File: src/rtl/gvm_pkg.sv
`timescale 1ns / 1ps
`default_nettype none

package gvm_pkg;

   localparam int MAX_WORDS = 4;
   localparam int MIN_WORDS = 2;
   localparam int WORD_BITS = 64;
   localparam int ROWS = MAX_WORDS * WORD_BITS;
   localparam int WIDX_BITS = $clog2(MAX_WORDS);
   localparam int ROW_BITS = $clog2(ROWS);
   localparam int BIT_IDX_BITS = $clog2(WORD_BITS);
   localparam int SIZE_BITS = 3;
   localparam int OP_BITS = 2;

   typedef enum logic [OP_BITS-1:0] {
      OP_WRITE  = 2'd0,
      OP_PRESET = 2'd1,
      OP_MUL    = 2'd2
   } op_type;

   typedef struct packed {
      op_type                 op;
      logic [ROW_BITS-1:0]    row;
      logic [WIDX_BITS-1:0]   word_index;
      logic [WORD_BITS-1:0]   data;
      logic                   clear_first;
   } req_type;

   typedef struct packed {
      logic [WORD_BITS-1:0]   result_word;
      logic [WIDX_BITS-1:0]   result_index;
      logic                   last;
   } rsp_type;

   typedef enum logic [1:0] {
      ST_IDLE,
      ST_MUL,
      ST_FLUSH,
      ST_OUT
   } state_type;

   typedef struct packed {
      logic accept;
      logic bit_step;
      logic out_step;
   } cmd_type;

   typedef struct packed {
      logic mul_start;
      logic bit_done;
      logic last_word;
      logic out_last;
   } status_type;

endpackage

`default_nettype wire

File: src/rtl/gvm_control.sv
`timescale 1ns / 1ps
`default_nettype none

module gvm_control (
   input  logic                  clock,
   input  logic                  reset,
   input  logic                  req_valid,
   output logic                  req_stall,
   output logic                  rsp_valid,
   input  logic                  rsp_stall,
   input  gvm_pkg::status_type   status,
   output gvm_pkg::cmd_type      cmd
);

   gvm_pkg::state_type state_ff, state_in;

   always_comb begin
      state_in = state_ff;
      unique case (state_ff)
         gvm_pkg::ST_IDLE: begin
            if (req_valid && status.mul_start) begin
               state_in = gvm_pkg::ST_MUL;
            end
         end
         gvm_pkg::ST_MUL: begin
            if (status.bit_done) begin
               state_in = gvm_pkg::ST_FLUSH;
            end
         end
         gvm_pkg::ST_FLUSH: begin
            // The last row is folded in during this cycle.
            state_in = status.last_word ? gvm_pkg::ST_OUT : gvm_pkg::ST_IDLE;
         end
         gvm_pkg::ST_OUT: begin
            if (!rsp_stall && status.out_last) begin
               state_in = gvm_pkg::ST_IDLE;
            end
         end
         default: begin
            state_in = gvm_pkg::ST_IDLE;
         end
      endcase
   end

   always_comb begin
      req_stall    = 1'b1;
      rsp_valid    = 1'b0;
      cmd.accept   = 1'b0;
      cmd.bit_step = 1'b0;
      cmd.out_step = 1'b0;
      unique case (state_ff)
         gvm_pkg::ST_IDLE: begin
            req_stall  = 1'b0;
            cmd.accept = req_valid;
         end
         gvm_pkg::ST_MUL: begin
            cmd.bit_step = 1'b1;
         end
         gvm_pkg::ST_FLUSH: begin
         end
         gvm_pkg::ST_OUT: begin
            rsp_valid    = 1'b1;
            cmd.out_step = !rsp_stall;
         end
         default: begin
         end
      endcase
   end

   always_ff @(posedge clock) begin
      if (reset) begin
         state_ff <= gvm_pkg::ST_IDLE;
      end else begin
         state_ff <= state_in;
      end
   end

`ifndef ASSERT_OFF
   a_no_intake_while_output: assert property (@(posedge clock) disable iff (reset)
      rsp_valid |-> req_stall)
      else $error("input taken while a result word is pending");

   a_flush_follows_mul: assert property (@(posedge clock) disable iff (reset)
      (state_ff == gvm_pkg::ST_FLUSH) |-> ($past(state_ff) == gvm_pkg::ST_MUL))
      else $error("flush cycle without a preceding multiply pass");

   a_stalled_output_holds: assert property (@(posedge clock) disable iff (reset)
      (rsp_valid && rsp_stall) |=> rsp_valid)
      else $error("result word dropped while stalled");
`endif

endmodule

`default_nettype wire

File: config.mk
export PLATFORM = sky130hd
export DESIGN_NAME = gvm_control
export DESIGN_NICKNAME = d
export VERILOG_FILES = /design/src/rtl/gvm_pkg.sv /design/src/rtl/gvm_control.sv
export SDC_FILE = /design/constraint.sdc
export NUM_CORES = 1
export LEC_CHECK = 0
export BUFFER_PORTS_ARGS = -buffer_cell sky130_fd_sc_hd__buf_2
export CORE_AREA = 2 2 39 41
export CTS_CLUSTER_DIAMETER = 60
export DETAILED_ROUTE_END_ITERATION = 8
export DIE_AREA = 0 0 41 43
export GPL_TIMING_DRIVEN = 0
export SYNTH_ARGS = -nofsm -noshare
export SYNTH_HDL_FRONTEND = slang
export SYNTH_SLANG_ARGS = --single-unit
File: constraint.sdc
create_clock -name clock -period 1.2 [get_ports clock]
set_clock_uncertainty 0.15 [all_clocks]
set_input_delay 0.06 -clock clock [delete_from_list [all_inputs] [get_ports clock]]
set_output_delay 0.06 -clock clock [all_outputs]
set_load 0.05 [all_outputs]
==> key figures <==
Worst setup path
  • RR Endpoint: state_ff[0]
  • Worst Path Arrival: 1.05 ns
  • Crit. End Element: output port
  • Worst path max stage delay: 0.34 ns
  • R2r startpoint: state_ff[1]
  • R2R Setup Slk: 0.06 ns
  • Crit start category: flop
  • CP endpoint: cmd[2]
  • Worst path depth: 3
  • CP delay by family, top: simple AND/OR/NAND/NOR gates
  • CP Max Fanout: 4
  • Worst Reg-to-Reg Cells: 4
  • WS Path Type: reg -> out
  • Critical-path top delay cell: dfxtp_4
  • Worst path required time: 0.99 ns
  • Worst path cell trace: or2_4, nor2_4, buf_8
  • WP buf/inv: 1
  • CP startpoint: state_ff[1]

Placed design
  • Port Buf Inserts: 12
  • Pre-CTS setup slack: -0.0197 ns
  • Final Wtd Congestion: 0.587

Pwr
  • Leak Pwr: 0.158 nW
  • Maximum vdd drop: 0.217 mV
  • Pwr Density: 1110 mW/mm2

Global route
  • Initial antenna violation count: 0
  • GRT met3 Usage: 0%
  • First-pass GRT wire length: 717 um
  • Number of global-route vias before repair: 193
  • Total GRT Usage: 6.31%
  • GR Overflow Total: 0
  • GR Util met2: 9.06%
  • Gr busiest metal: met2
  • Largest net degree at the start of global routing: 7
  • GR Layer Usage met1: 7.01%

STA
  • Setup WS post-layout: -0.0625 ns
  • Max-slew violation count: 0
  • Tcrit/Tclk final: 105%
  • Fin. Hold Viols: 0
  • RSZ-0062 raised after global routing: yes
  • Slew Limit Headroom: 83.3%
  • Final Setup Violations: 3
  • Max Fclk: 792 MHz
  • Min Tclk post-route: 1.26 ns
  • Tightest Pin Transition: 0.251 ns

Clock network
  • Clk_lat worst skew: 0.22 ns
  • CTS tree: built
  • Root buffer cell: clkbuf_4
  • # H-tree levels: 1
  • Reg clk slew, reported paths: 0.03 ns
  • Clock tree sinks: 2
  • CTS max path bufs: 2
  • Total CTS buffers: 3

Worst hold path
  • Worst Hold Class: in -> reg

Routing
  • Iteration-0 DRC Markers: 1
  • Drc violations: 0
  • Post-route ant nets: 0
  • Detailed Route WL: 446 um
  • Vias/cell: 3.58
  • Drt wl/cell: 8.42 um
  • DR pass1 iterations: 2
  • Routed vias: 190

Synth
  • Post-Syn Instances: 17
  • Yosys top cell by area: dfxtp_1
  • Compound-Gate Fraction of Synth Area: 24.3%
  • Synth Area in Adders: 0%
  • Sequential fraction of the synthesis area: 28.8%
  • Post-synth EDFFs: 0
  • Synth top area cells: dfxtp_1 29%, a221oi_2 11%, nand3b_1 11%
  • Post-synth top cells: 2 x dfxtp_1, 2 x inv_1, 2 x nand3b_1
  • Synth warn: 0
  • #FFs+latches synth: 2
  • Main combinational cell family by area after synthesis: simple AND/OR/NAND/NOR gates
  • Syn avg cell area: 8.17 um2
  • FFs w/ async S/R, synth: 0%
  • Post-Syn Nets: 25
  • Simple logic cell fraction of the synthesized area: 41.4%
  • Xor and xnor area share after synthesis: 0%
  • Top cell type's share of synthesized area: 28.8%
  • Yosys cell types: 14
  • Multiplexer area fraction after synthesis: 0%
  • Synth Cell Area: 139 um2
  • Most used flip-flop cell after synthesis: dfxtp_1

Layout
  • Area grow syn2layout: 151%
  • Top flop regs: state_ff x2
  • Biggest register: state_ff
  • Fin nets: 47
  • Largest register FFs: 2
  • Layout cell share with drive strength beyond 1: 70.3%
  • Finished Core Util: 25.2%
  • # diodes: 0

Floorplan
  • Die area: 0.00176 mm2
  • Cell Rows: 14
  • I/O pin cnt: 13
  • Initial Util: 10.0%
  • Core ar.: 0.00138 mm2
  • Die height: 43 um
  • Die Wd: 41 um

Outcome
  • Status: finished, violations left
  • Violated checks: setup timing

Flow run
  • Max-cap violations: 0
## worst min-delay path by stage
stage / start / to / slack (ns) / cells past startpoint
floorplan: reset / state_ff[0] / -0.02 / 1
global placement: reset / state_ff[0] / 0.09 / 2
CTS: status[0] / state_ff[0] / 0.02 / 4
finish: status[0] / state_ff[0] / 0.03 / 4
global route: status[0] / state_ff[0] / 0.05 / 4
detailed placement: reset / state_ff[0] / 0.1 / 2
## what timing repair did
item	CTS	global route
buffers inserted	1	0
endpoints found under the hold margin	2	0
resized for setup	11	3
hold buffers	4	0
pin swaps	1	0
setup endpoints to repair	5	4
## through the flow
stage	instances	cell area [um2]	total power [mW]	setup TNS [ns]	hold slack, ns
after floorplan	17	154	0.168	-0.183	-0.0238
after global placement	45	234	0.198	-0.00894	0.0898
after detailed placement	45	234	0.199	-0.0197	0.0953
after CTS	53	332	0.381	-0.157	0.0230
after global routing	53	349	0.409	-0.226	0.0506
final	53	349	0.388	-0.136	0.0291
## placed cells by master (no fill, tap or decap), drive strengths merged
cell,instances
buf,13
dlygate4sd3,4
clkbuf,3
inv,2
nand3b,2
dfxtp,2
and2b,1
and2,1
or2,1
nor2b,1
nor2,1
nand2b,1
o21ai,1
a21oi,1
a311oi,1
nand2,1
a221oi,1
## final cells by class
type                            count  area [um2]
Clock buffer                        3        22.5
Fill cell                         159        1030
Inverter                            2        7.51
Multi-Input combinational cell     13         123
Sequential cell                     2        47.5
Tap cell                           16        20.0
Timing Repair Buffer               17         129
## worst min-delay path: cells and delay by family
kind | cells | cell delay, ns
AND/OR/NAND/NOR | 2 | 0.15
buffers and inverters | 1 | 0.09
AO/OA/AOI/OAI | 1 | 0.06
## per-layer routing
metal,vias to the layer above,wire [um]
met4,0,0
met3,0,22
li1,100,-
met5,-,0
met2,6,261
met1,84,161
## power by group
group | internal, mW | switching [mW] | leakage [nW]
logic | 0.0680 | 0.0860 | 0.126
clock network | 0.111 | 0.0414 | 0.0138
registers | 0.0735 | 0.00843 | 0.0178
total | 0.252 | 0.136 | 0.158
## cell families (layout without fill, tap and decap cells)
family	after synthesis	after routing
AOI/OAI and AO/OA	4	4
buffers and inverters	2	22
DFF	2	2
and+or+nand+nor	9	9
(Power assumes the default switching activity.)
